[config.mk]
export PLATFORM = sky130hd
export DESIGN_NAME = wsd_reduce_cell
export DESIGN_NICKNAME = d
export VERILOG_FILES = /design/src/design/wsd_pkg.sv /design/src/design/wsd_reduce_cell.sv
export SDC_FILE = /design/constraint.sdc
export NUM_CORES = 1
export LEC_CHECK = 0
export BUFFER_PORTS_ARGS = -buffer_cell sky130_fd_sc_hd__buf_2
export CAP_MARGIN = 15
export CORE_AREA = 2 2 51 53
export DETAILED_ROUTE_END_ITERATION = 6
export DIE_AREA = 0 0 53 55
export PLACE_DENSITY = 0.83
export SYNTH_ARGS = -nofsm -noshare
export SYNTH_HDL_FRONTEND = slang
export SYNTH_SLANG_ARGS = --single-unit
[constraint.sdc]
create_clock -name clk -period 0.8 [get_ports clk]
set_input_delay 0.04 -clock clk [delete_from_list [all_inputs] [get_ports clk]]
set_output_delay 0.04 -clock clk [all_outputs]
set_load 0.05 [all_outputs]
[src/design/wsd_pkg.sv]
// Shared types, fixed-point constants and helpers for the Wigner small-d evaluator.
// Used by every module of the block; depends on nothing.
package wsd_pkg;

  localparam int unsigned ANGLE_W  = 16;  // input angle width
  localparam int unsigned QF       = 30;  // internal fraction bits
  localparam int unsigned QW       = 33;  // internal Q30 datapath width
  localparam int unsigned TW       = 34;  // CORDIC residual angle width
  localparam int unsigned PW       = 2 * QW;
  localparam int unsigned POLY_LAT = 4;   // register stages after the CORDIC chain
  localparam logic [1:0]  MAX_RANK = 2'd2;

  localparam int unsigned DEF_FRAC_BITS    = 14;
  localparam int unsigned DEF_CORDIC_STEPS = 16;

  localparam logic [63:0] Q30_PI      = 64'd3373259426;
  localparam logic [63:0] Q30_TWO_PI  = 64'd6746518852;
  localparam logic [63:0] Q30_HALF_PI = 64'd1686629713;

  localparam logic signed [QW-1:0] Q_ONE  = 33'sd1073741824;
  localparam logic signed [QW-1:0] Q_GAIN = 33'sd652032874;
  localparam logic signed [QW-1:0] Q_RTH  = 33'sd759250125;
  localparam logic signed [QW-1:0] Q_RT32 = 33'sd1315059792;
  localparam logic signed [QW-1:0] Q_RT38 = 33'sd657529896;
  localparam logic signed [PW-1:0] Q_RND  = PW'(1) << (QF - 1);

  localparam logic [31:0] ATAN_Q30 [32] = '{
    32'h3243F6A8, 32'h1DAC6705, 32'h0FADBAFC, 32'h07F56EA6, 32'h03FEAB76, 32'h01FFD55B,
    32'h00FFFAAA, 32'h007FFF55, 32'h003FFFEA, 32'h001FFFFD, 32'h000FFFFF, 32'h0007FFFF,
    32'h0003FFFF, 32'h0001FFFF, 32'h0000FFFF, 32'h00007FFF, 32'h00003FFF, 32'h00001FFF,
    32'h00000FFF, 32'h000007FF, 32'h000003FF, 32'h000001FF, 32'h000000FF, 32'h0000007F,
    32'h0000003F, 32'h0000001F, 32'h0000000F, 32'h00000007, 32'h00000003, 32'h00000001,
    32'h00000000, 32'h00000000
  };

  // closed form selected for the canonical (j, m1, m2) pair
  typedef enum logic [3:0] {
    FORM_ONE,
    FORM_COS,
    FORM_HP,
    FORM_HM,
    FORM_SIN_RH,
    FORM_LEG2,
    FORM_HP_2CM1,
    FORM_HM_2CP1,
    FORM_RT32_SC,
    FORM_HPHP,
    FORM_HPS,
    FORM_RT38_SS,
    FORM_HMS,
    FORM_HMHM
  } form_t;

  typedef struct packed {
    logic  valid;
    logic  bad;
    logic  neg;
    form_t form;
  } tag_t;

  typedef struct packed {
    logic signed [QW-1:0] x;
    logic signed [QW-1:0] y;
    logic signed [TW-1:0] t;
    logic                 neg_cos;
  } rot_t;

  // Q30 product, rounded half up
  function automatic logic signed [QW-1:0] qmul(input logic signed [QW-1:0] a,
                                                input logic signed [QW-1:0] b);
    logic signed [PW-1:0] p;
    p = PW'(a) * PW'(b);
    p = p + Q_RND;
    return QW'(p >>> QF);
  endfunction

endpackage

[src/design/wsd_reduce_cell.sv]
// One step of the angle reduction chain: conditional subtract of 2*pi scaled by 2^SHIFT.
// Depends on wsd_pkg.
module wsd_reduce_cell
  import wsd_pkg::*;
#(
  parameter int unsigned RW    = 32,
  parameter int unsigned SHIFT = 0
) (
  input  logic          clk,
  input  logic          rst_n,
  input  logic [RW-1:0] t_i,
  input  tag_t          tag_i,
  output logic [RW-1:0] t_o,
  output tag_t          tag_o
);

  localparam logic [63:0] SUB = Q30_TWO_PI << SHIFT;

  logic [RW-1:0] t_r, t_nxt;
  tag_t          tag_r;

  always_comb begin
    if (64'(t_i) >= SUB) begin
      t_nxt = RW'(64'(t_i) - SUB);
    end else begin
      t_nxt = t_i;
    end
  end

  always_ff @(posedge clk) begin
    if (!rst_n) begin
      tag_r <= '0;
    end else begin
      tag_r <= tag_i;
    end
  end

  always_ff @(posedge clk) begin
    t_r <= t_nxt;
  end

  assign t_o   = t_r;
  assign tag_o = tag_r;

endmodule

# ---- Word level (Yosys, flattened, before mapping)
# Index checks and enable logic that the tools add are counted.
dict set report totals {
  register_bits 39
  input_bits 41
  output_inout_bits 39
  elab_cells 5
}

# ---- Depth between registers and ports, before layout
dict set report depth {
  word_depth 0
  depth_mapped 1
  depth_no_buf 1
}

# ---- Worst setup path before layout
# OpenSTA, ideal clock, no wires.
dict set report synth_path {
  kind {reg-to-output}
  start {register t_r[0], in the netlist t_o[0]}
  end {output port t_o[0]}
  arrival_time_ns 0.587
  t_required_ns 0.760
  path_slack_ns 0.173
  path_stages_with_launch 1
  path_buffers 0
  cell_sequence {dfxtp_1}
}
# element line
set synth_rtl {}
lappend synth_rtl {{start: declaration} wsd_reduce_cell.sv:19} ;# logic [RW-1:0] t_r, t_nxt;
lappend synth_rtl {{start signal: assignment} wsd_reduce_cell.sv:39} ;# t_r <= t_nxt;
lappend synth_rtl {{end: declaration} wsd_reduce_cell.sv:13} ;# output logic [RW-1:0] t_o,
# No word-level cell between the ends.

# ---- Worst setup path in the final report
dict set report layout_path {
  start {register t_r[25], in the netlist t_o[25]}
  end {output port t_o[25]}
}
# No word-level cell between the ends.

==> qor.csv <==
stage;metric;value;unit
outcome;status;finished with violations;
outcome;violations;negative setup slack;
synthesis;syn_nets;87;
critical_path;cp_top_family;flip-flops;
synthesis;ys_seq_elements;39;
critical_path;path_class;register to output pin;
grt;grt_use_total;21.0;%
timing;drv_slew;0;
cells_and_area;fin_nets;213;
timing;rsz0062_at_grt;true;
clock_tree;cts.clk_slew.worst_paths;120;ps
timing;fmax;1.12;GHz
clock_tree;cts_buffers;5;
critical_path;path_cells;buf_8;
clock_tree;ctsHtreeMaxLevel;2;
floorplan;die-area;2920;sq um
floorplan;die_y;55;microns
timing;period_needed;895;ps
cells_and_area;drive_above_1_share;72.8;%
cells_and_area;fin_cells;203;
placement;place.gp.congestion;0.734;
timing;period_share;112;%
cells_and_area;final_util;91.4;%
cells_and_area;final_cell_mix;40 x dlygate4sd3_1, 40 x buf_2, 39 x dfxtp_2;
floorplan;ios;80;
clock_tree;cts-root-buf;clkbuf_4;
power;p_per_area;2050;nW/um^2
timing;timing.final.hold_violations;0;
min_path;min_path_type;input pin to register;
critical_path;start_kind;register;
clock_tree;clockBufferDepth;2;
synthesis;synth.area.top_cells;dfxtp_1 95%, and2_1 5.3%;
route;drt_iter0_drc;2;
synthesis;synthesis.instances;46;
cells_and_area;num_antenna_cells;0;
route;drcViolationCount;0;
flow_run;max_cap_viol_count;0;
synthesis;yosys.area.top_type;dfxtp_1;
grt;antenna_found_initial;0;
clock_tree;cts_tree;built;
synthesis;ys_warn_count;0;
cells_and_area;syn2layout_area_growth;162;%
power;leakagePower;1.00;nW
critical_path;critPathArrivalTime;860;ps
critical_path;worstSetupEndpointType;output pin;
floorplan;core_area;2360;sq um
power;ir_drop;1980;uV
synthesis;yosysTopAreaCellShare;94.7;%
floorplan;num_rows;18;
route;routedWlPerCell;15.0;microns
clock_tree;cts.sinks;39;
timing;relSlewSlack;92.0;%
grt;grt_pass1_wl;3880;microns
grt;grt_overflow;0;
synthesis;yosysSeqAreaShare;94.7;%
synthesis;syn_area_per_cell;17.9;sq um
placement;place_inst;155;
route;drtAntennaViolNets;0;
timing;tightest_slew;120;ps
placement;port_buffers;79;
grt;grt_pass1_vias;866;
route;avgViaCountPerCell;4.00;
timing;finalSetupViolations;39;
grt;grt_max_degree;13;
route;totalWireLength;3050;microns
route;drt_pass1_iterations;2;
route;vias;812;
critical_path;crit_required;760;ps
cells_and_area;fillers;86;
timing;setup_ws;-95.5;ps
critical_path;slowest_delay;370;ps
floorplan;initial_utilization;34.9;%
synthesis;netlist_area;825;sq um
floorplan;die_w;53;microns
critical_path;crit_fanout;1;
synthesis;synth_cell_type_count;2;
critical_path;crit_slowest_cell;dfxtp_2;
critical_path;crit_buf_inv;1;
worst paths after layout:
path,startpoint,endpoint,slack (ps),cells past startpoint
worst max-delay path,t_o[25],t_o[25],-100,1
worst min-delay path,t_i[8],t_o[8],320,2
cell usage after synthesis:
cell type   n
dfxtp_1    39
and2_1      7
cell families (layout without fill, tap and decap cells):
kind of cell  Yosys count  count (layout)  synth area share [%]
flops                  39              39                  94.7
buf+inv                 0             127                     0
simple gates            7               7                  5.31
stage by stage:
stage	cell area (sq um)	setup slack, ps	total power (W)	hold slack (ps)	TNS (ps)
global placement	1260	210	0.00268	142	0
floorplan	825	173	0.00250	67.7	0
finish	2160	-95.5	0.00444	322	-2530
detailed placement	1260	195	0.00269	144	0
global route	2160	-128	0.00458	315	-4040
CTS	2110	-97.2	0.00439	311	-3090
layer usage:
layer | up-vias | part of all wire, % | global-route usage [%]
li1 | 390 | - | -
met1 | 362 | 32 | 15.6
met2 | 51 | 58 | 40.2
met3 | 9 | 7.6 | 10.2
met4 | 0 | 2.5 | 16.2
met5 | - | 0 | 0
flip-flops by register name (all words and copies together), names as in the netlist:
name   flops
t_o       32
tag_o      7
power by group:
| group | internal, W | switching [W] |
|---|---|---|
| logic | 0.000464 | 0.000480 |
| registers | 0.00207 | 0.0000695 |
| clock network | 0.000739 | 0.000616 |
| total | 0.00327 | 0.00117 |
final cells by class:
class	count	area, sq um	area share, %
Timing Repair Buffer	119	1160	53.9
Multi-Input combinational cell	7	43.8	2.03
Clock buffer	6	51.3	2.37
Sequential cell	39	830	38.4
Clock inverter	2	35.0	1.62
Tap cell	30	37.5	1.74
what timing repair did:
item,4_1_cts,5_1_grt
gates resized for setup,136,14
setup buffers,0,0
hold endpoints to repair,39,0
pin swaps,0,0
hold buffers,40,0
endpoints found under the setup margin,39,39
No activity file was read; power rests on OpenSTA's default activity.
