--- src/design/wsd_pkg.sv ---
// Shared types, fixed-point constants and helpers for the Wigner small-d evaluator.
// Used by every module of the block; depends on nothing.
package wsd_pkg;

  localparam int unsigned ANGLE_W  = 16;  // input angle width
  localparam int unsigned QF       = 30;  // internal fraction bits
  localparam int unsigned QW       = 33;  // internal Q30 datapath width
  localparam int unsigned TW       = 34;  // CORDIC residual angle width
  localparam int unsigned PW       = 2 * QW;
  localparam int unsigned POLY_LAT = 4;   // register stages after the CORDIC chain
  localparam logic [1:0]  MAX_RANK = 2'd2;

  localparam int unsigned DEF_FRAC_BITS    = 14;
  localparam int unsigned DEF_CORDIC_STEPS = 16;

  localparam logic [63:0] Q30_PI      = 64'd3373259426;
  localparam logic [63:0] Q30_TWO_PI  = 64'd6746518852;
  localparam logic [63:0] Q30_HALF_PI = 64'd1686629713;

  localparam logic signed [QW-1:0] Q_ONE  = 33'sd1073741824;
  localparam logic signed [QW-1:0] Q_GAIN = 33'sd652032874;
  localparam logic signed [QW-1:0] Q_RTH  = 33'sd759250125;
  localparam logic signed [QW-1:0] Q_RT32 = 33'sd1315059792;
  localparam logic signed [QW-1:0] Q_RT38 = 33'sd657529896;
  localparam logic signed [PW-1:0] Q_RND  = PW'(1) << (QF - 1);

  localparam logic [31:0] ATAN_Q30 [32] = '{
    32'h3243F6A8, 32'h1DAC6705, 32'h0FADBAFC, 32'h07F56EA6, 32'h03FEAB76, 32'h01FFD55B,
    32'h00FFFAAA, 32'h007FFF55, 32'h003FFFEA, 32'h001FFFFD, 32'h000FFFFF, 32'h0007FFFF,
    32'h0003FFFF, 32'h0001FFFF, 32'h0000FFFF, 32'h00007FFF, 32'h00003FFF, 32'h00001FFF,
    32'h00000FFF, 32'h000007FF, 32'h000003FF, 32'h000001FF, 32'h000000FF, 32'h0000007F,
    32'h0000003F, 32'h0000001F, 32'h0000000F, 32'h00000007, 32'h00000003, 32'h00000001,
    32'h00000000, 32'h00000000
  };

  // closed form selected for the canonical (j, m1, m2) pair
  typedef enum logic [3:0] {
    FORM_ONE,
    FORM_COS,
    FORM_HP,
    FORM_HM,
    FORM_SIN_RH,
    FORM_LEG2,
    FORM_HP_2CM1,
    FORM_HM_2CP1,
    FORM_RT32_SC,
    FORM_HPHP,
    FORM_HPS,
    FORM_RT38_SS,
    FORM_HMS,
    FORM_HMHM
  } form_t;

  typedef struct packed {
    logic  valid;
    logic  bad;
    logic  neg;
    form_t form;
  } tag_t;

  typedef struct packed {
    logic signed [QW-1:0] x;
    logic signed [QW-1:0] y;
    logic signed [TW-1:0] t;
    logic                 neg_cos;
  } rot_t;

  // Q30 product, rounded half up
  function automatic logic signed [QW-1:0] qmul(input logic signed [QW-1:0] a,
                                                input logic signed [QW-1:0] b);
    logic signed [PW-1:0] p;
    p = PW'(a) * PW'(b);
    p = p + Q_RND;
    return QW'(p >>> QF);
  endfunction

endpackage

--- src/design/wsd_cordic_cell.sv ---
// One rotation-mode CORDIC micro-rotation with a fixed shift of STEP.
// Depends on wsd_pkg.
module wsd_cordic_cell
  import wsd_pkg::*;
#(
  parameter int unsigned STEP = 0
) (
  input  logic clk,
  input  logic rst_n,
  input  rot_t rot_i,
  input  tag_t tag_i,
  output rot_t rot_o,
  output tag_t tag_o
);

  localparam logic signed [TW-1:0] ATAN = TW'(ATAN_Q30[STEP]);

  rot_t rot_r, rot_nxt;
  tag_t tag_r;

  always_comb begin
    rot_nxt         = rot_i;
    if (!rot_i.t[TW-1]) begin
      rot_nxt.x = rot_i.x - (rot_i.y >>> STEP);
      rot_nxt.y = rot_i.y + (rot_i.x >>> STEP);
      rot_nxt.t = rot_i.t - ATAN;
    end else begin
      rot_nxt.x = rot_i.x + (rot_i.y >>> STEP);
      rot_nxt.y = rot_i.y - (rot_i.x >>> STEP);
      rot_nxt.t = rot_i.t + ATAN;
    end
  end

  always_ff @(posedge clk) begin
    if (!rst_n) begin
      tag_r <= '0;
    end else begin
      tag_r <= tag_i;
    end
  end

  always_ff @(posedge clk) begin
    rot_r <= rot_nxt;
  end

  assign rot_o = rot_r;
  assign tag_o = tag_r;

endmodule

--- config.mk ---
export PLATFORM = sky130hd
export DESIGN_NAME = wsd_cordic_cell
export DESIGN_NICKNAME = d
export VERILOG_FILES = /design/src/design/wsd_pkg.sv /design/src/design/wsd_cordic_cell.sv
export SDC_FILE = /design/constraint.sdc
export NUM_CORES = 1
export LEC_CHECK = 0
export ABC_AREA = 1
export BUFFER_PORTS_ARGS = -buffer_cell sky130_fd_sc_hd__buf_4
export CAP_MARGIN = 10
export CORE_UTILIZATION = 45
export DETAILED_ROUTE_END_ITERATION = 10
export GPL_TIMING_DRIVEN = 0
export HOLD_SLACK_MARGIN = 0.05
export PLACE_DENSITY = 0.67
export SYNTH_ARGS = -nofsm -noshare
export SYNTH_HDL_FRONTEND = slang
export SYNTH_SLANG_ARGS = --single-unit
--- constraint.sdc ---
create_clock -name clk -period 5.6 [get_ports clk]
set_clock_uncertainty 0.1 [all_clocks]
set_input_delay 0 -clock clk [delete_from_list [all_inputs] [get_ports clk]]
set_output_delay 0 -clock clk [all_outputs]
set_load 0.005 [all_outputs]
Yosys cells after proc, flatten, opt, wreduce, memory -nomap -nowiden
Index checks and enable logic that the tools add are counted.
{"block": "word_totals", "elab_cells": 14, "regBits": 108, "inputBits": 110, "out_inout_bits": 108}
{"block": "op_classes", "add_sub_neg": 5, "muxes": 1}
{"cell": "$mux 100", "n": 1}
{"cell": "$sub 33x33->33", "n": 2}
{"cell": "$add 34x31->34 const B", "n": 1}
{"cell": "$sub 34x31->34 const B", "n": 1}
{"cell": "$add 33x33->33", "n": 1}

Longest topological paths before layout
{"block": "logic_depth", "depth_word": 2, "depth_mapped": 17}

Worst setup path after synthesis
No wires, ideal clock.
{"block": "synth_path", "path_type": "input to register", "from": "input rot_i[34] (netlist name)", "to": "register rot_r, in the netlist rot_o[33]", "stages": 11, "required_ns": 5.388, "arrival_ns": 1.860, "n_path_buf": 2, "path_slack_ns": 3.527, "path_cell_list": "clkbuf_1 -> clkinv_1 -> buf_2 -> ha_1 -> nand2_1 -> o21ai_0 -> nor2_1 -> o21ai_2 -> nand3_1 -> nand3_1 -> nand2_1"}
{"item": "from (decl)", "line": "wsd_cordic_cell.sv:10", "source": "input rot_t rot_i,"}
{"item": "to (signal assigned)", "line": "wsd_cordic_cell.sv:43", "source": "rot_r <= rot_nxt;"}
{"item": "to (decl)", "line": "wsd_cordic_cell.sv:18", "source": "rot_t rot_r, rot_nxt;"}

==> parameters.txt <==
Parameter                              Value

Outcome
  Result of the run    finished clean

Floorplanning
  Initial standard-cell utilization of the core    a little under half
  Die Wd    163.9 µm
  Area inside the core boundary    about 25000 µm²
  Die area    roughly 27000 µm²
  Cell Rows    58
  Number of primary I/O pins    roughly 220
  Die Ht    between 150 and 200 µm

Placed design
  Placed Instances    ~2.6k
  Half-perimeter wire length after placement    ~36000 µm
  GPL Wtd Cong    ~0.96
  Port Buffers    about 220

Timing
  Headroom to the max-slew limit    about a quarter
  Setup tns final    0 ps
  Fin crit share    about half
  Transition time at the pin with the least slew margin    between 1000 and 1500 ps
  Highest achievable clock rate    approximately 0.36 GHz
  Period minus WS final    2789 ps
  Setup Viol. Count Final    0
  Number of pins with negative max-slew slack in the final report    0
  Final-report hold violation count    0
  RSZ-0062 raised after global routing    false

Global routing
  Number of antenna violations at the first check in global routing    0
  GR Util met1    a little over two fifths
  Via count of the first global-routing pass    12.97k
  First-pass GRT wire length    ~67000 µm
  Overall routing resource usage    32.69%
  Pin count of the biggest net entering global routing    26
  Met2 usage    a little under three fifths
  Grt peak-use layer    met2
  GR met3 Demand/Resource    4.444%
  Total congestion overflow after global routing    0

Critical path
  Maximum fanout along the worst path    25
  Cell mode on critical path    sky130_fd_sc_hd__a21oi_1
  Series of cell instances along the critical path    buf_4, clkbuf_1, clkinv_1, buf_2, ha_1, a21oi_1, o21ai_0, a21oi_1, nand2_1, dlygate4sd3_1, a21oi_1
  Highest cell delay on the worst timing path    roughly 540 ps
  Startpoint kind of the worst setup timing path    input pin
  Buffer and inverter count on the worst path    5
  Arrival time of data at the critical path endpoint    approximately 3000 ps
  Worst path slowest cell    sky130_fd_sc_hd__ha_1
  Required time of the worst setup path    roughly 5800 ps
  Type of destination of the critical path    flop
  Crit path max-delay family    buffers and inverters
  Crit Path Category    input pin to flop

Power and ir drop
  Internal power    0.001805 W
  Pwr Density    210.7 nW/µm²
  Worst vdd rail ir drop    0.1601 mV
  Sequential fraction of design power    about 30%
  Power share of the clock group    23.1%
  Total power consumption of the routed design    roughly 0.0031 W
  Leakage component of the power    between 8 and 9 nW
  Total net switching power    between 0.001 and 0.0015 W
  Fraction of power spent switching nets    a little over two fifths
  Part of the total power dissipated in combinational logic    between 40 and 50%

Cells and area
  Filler cell count    2622
  Cell Count, Final, Fillers Out    ~2.7k
  Multi-input combinational cell area    about 7900 µm²
  Ratio of cells with drive above 1 in the final layout    a little over an eighth
  Fin nets    2581
  Layout overhead on the synthesized area    24.95%
  Reg area    ~2100 µm²
  Antenna diode count    0

Logic synthesis
  Prevailing post-synth register cell    sky130_fd_sc_hd__dfxtp_1
  Number of enable-type register cells in the synthesized netlist    0
  Cell count after synthesis    slightly above 2k
  Top-area cell type share of the netlist area    around a quarter
  Average instance area after synthesis    around 5.7 µm²
  YS warnings    0
  Library cell with the largest summed area after synthesis    sky130_fd_sc_hd__nand2_1
  Proportion of synthesized chip area in sequential cells    between 10% and 20%
  Share of flip-flops with an asynchronous set or reset    0%
  Number of synthesized register bits    107
  Netlist Area Pre-Place    between 10000 and 15000 µm²
  Nets in the synthesized netlist    2295
  Cell types with the largest area share after synthesis    sky130_fd_sc_hd__nand2_1, sky130_fd_sc_hd__dfxtp_1, sky130_fd_sc_hd__ha_1
  Count of distinct cell types in the synthesized netlist    39

Run
  Maxcap violations    0

Clock tree
  Post-cts hold buffer count    58
  Number of buffers inserted during clock tree synthesis    9
  Buffers inserted during post-CTS setup optimization    0
  Buffer depth of the longest clock path    2
  Clock sinks    107
  Number of levels the H-tree was split into    3
  Gates resized, CTS repair    0
  Clock tree root buffer cell    sky130_fd_sc_hd__clkbuf_16
  CTS tree    done
  Clk pin slew, worst setup/hold paths    approximately 90 ps

Worst hold path
  Hold Path Origin    rot_i[35]
  End of the worst hold path    rot_o[69]
  Worst Hold Path Cells    4
  Type of the most critical hold path    input pin to flop

Drt
  DRT antenna net count    0
  DRT Pass-1 Iters    5
  Average wire length per cell after detail routing    16.28 µm
  Starting DRC count in detailed routing    roughly 1.3k
  Via count    between 10k and 15k
  DRC viols    0
  Mean number of vias per cell    5.102
  Final wirelength    ~44000 µm
-- cell usage after synthesis (2+ instances only) --
| cell | n |
|---|---|
| sky130_fd_sc_hd__xor2_1 | 41 |
| sky130_fd_sc_hd__o21a_1 | 10 |
| sky130_fd_sc_hd__nor3_2 | 5 |
| sky130_fd_sc_hd__inv_2 | 6 |
| sky130_fd_sc_hd__nand2_1 | 739 |
| sky130_fd_sc_hd__o22ai_1 | 4 |
| sky130_fd_sc_hd__dfxtp_1 | 107 |
| sky130_fd_sc_hd__a21oi_1 | 113 |
| sky130_fd_sc_hd__nor2_4 | 2 |
| sky130_fd_sc_hd__nand3_1 | 179 |
| sky130_fd_sc_hd__buf_6 | 5 |
| sky130_fd_sc_hd__nand2_2 | 20 |
| sky130_fd_sc_hd__fa_1 | 4 |
| sky130_fd_sc_hd__o21ai_0 | 58 |
| sky130_fd_sc_hd__nor2_2 | 5 |
| sky130_fd_sc_hd__nand4_1 | 25 |
| sky130_fd_sc_hd__nor3_1 | 11 |
| sky130_fd_sc_hd__and3_4 | 2 |
| sky130_fd_sc_hd__clkbuf_8 | 3 |
| sky130_fd_sc_hd__and2_1 | 2 |
| sky130_fd_sc_hd__o31ai_1 | 2 |
| sky130_fd_sc_hd__o21ai_2 | 2 |
| sky130_fd_sc_hd__xnor2_1 | 3 |
| sky130_fd_sc_hd__clkbuf_1 | 8 |
| sky130_fd_sc_hd__nor2_1 | 141 |
| sky130_fd_sc_hd__a21o_1 | 4 |
| sky130_fd_sc_hd__ha_1 | 125 |
| sky130_fd_sc_hd__o21ai_1 | 2 |
| sky130_fd_sc_hd__a31oi_1 | 5 |
| sky130_fd_sc_hd__buf_2 | 12 |
| sky130_fd_sc_hd__buf_4 | 16 |
| sky130_fd_sc_hd__inv_1 | 377 |
| sky130_fd_sc_hd__o21bai_1 | 12 |
-- cells in the final DEF, fill, tap and decap left out, drive strengths merged --
cell type	synthesis	final
xor2	41	41
a21o	4	4
buf	33	250
nand3b	1	1
inv	383	388
nor2	148	148
nor4	2	2
clkinv	1	3
nand4	25	25
nand2	760	760
ha	125	125
o22ai	4	4
o31ai	2	2
and3	2	2
o21ai	62	62
dfxtp	107	107
nand3	179	179
nor3	16	16
dlygate4sd3	0	58
fa	4	4
xnor2	3	3
a31oi	5	5
clkbuf	11	20
o21a	10	10
a21oi	114	114
and2	2	2
o21bai	12	12
-- power groups by stage --
| stage | logic, W | registers, W | clock network, W |
|---|---|---|---|
| after global routing | 0.00161 | 0.000948 | 0.000756 |
| after CTS | 0.00143 | 0.000935 | 0.000729 |
| after floorplan | 0.000784 | 0.000968 | 0 |
| after global placement | 0.00138 | 0.000949 | 0 |
| after detailed placement | 0.00139 | 0.000953 | 0 |
| final | 0.00145 | 0.000935 | 0.000716 |
-- worst max-delay path by stage --
stage | startpoint | endpoint | slack, ps | depth (start not counted)
3_5_place_dp | rot_i[34] | rot_o[21] | 2590 | 10
4_1_cts | rot_i[34] | rot_o[34] | 2890 | 11
2_1_floorplan | rot_i[34] | rot_o[33] | 3530 | 11
3_3_place_gp | rot_i[34] | rot_o[21] | 2570 | 10
6_report | rot_i[34] | rot_o[34] | 2810 | 11
5_1_grt | rot_i[34] | rot_o[33] | 2640 | 12
-- sequential cells by signal (all words and copies together), names as in the netlist --
signal	cells
rot_o	100
tag_o	7
-- cell families after synthesis --
group	share of synthesized area (%)
compound gates	9.826
flops	18.17
fa+ha+maj	13.94
simple gates	39.96
buf+inv	14.83
xor+xnor	3.268
-- metal layers --
layer / vias to the layer above / share of wire [%]
li1: 6913 / -
met1: 6073 / 43
met2: 584 / 45
met3: 88 / 8.4
met4: 0 / 3.1
met5: - / 0
-- area by class of cell --
type	instances	share of cell area (%)
flip-flops and latches	107	14.54
inverters	384	9.783
multi-input cells	1521	53.62
plain buffers	44	2.089
well taps	330	2.803
clock buffers	9	1.529
clock inverters	7	0.6369
repair buffers	275	15.00
-- per-stage QoR --
step                      instance area, µm²  worst slack [ps]  util [%]  hold WS, ps
final                                  14730              2811     57.84        65.14
after global routing                   14730              2645     57.84        118.7
after CTS                              14730              2894     57.84        64.43
after detailed placement               13830              2587     54.31        5.539
after global placement                 13830              2570     54.31        5.046
after floorplan                        11790              3527         -       -72.28
Note: power is estimated with default switching activity, not from simulation.
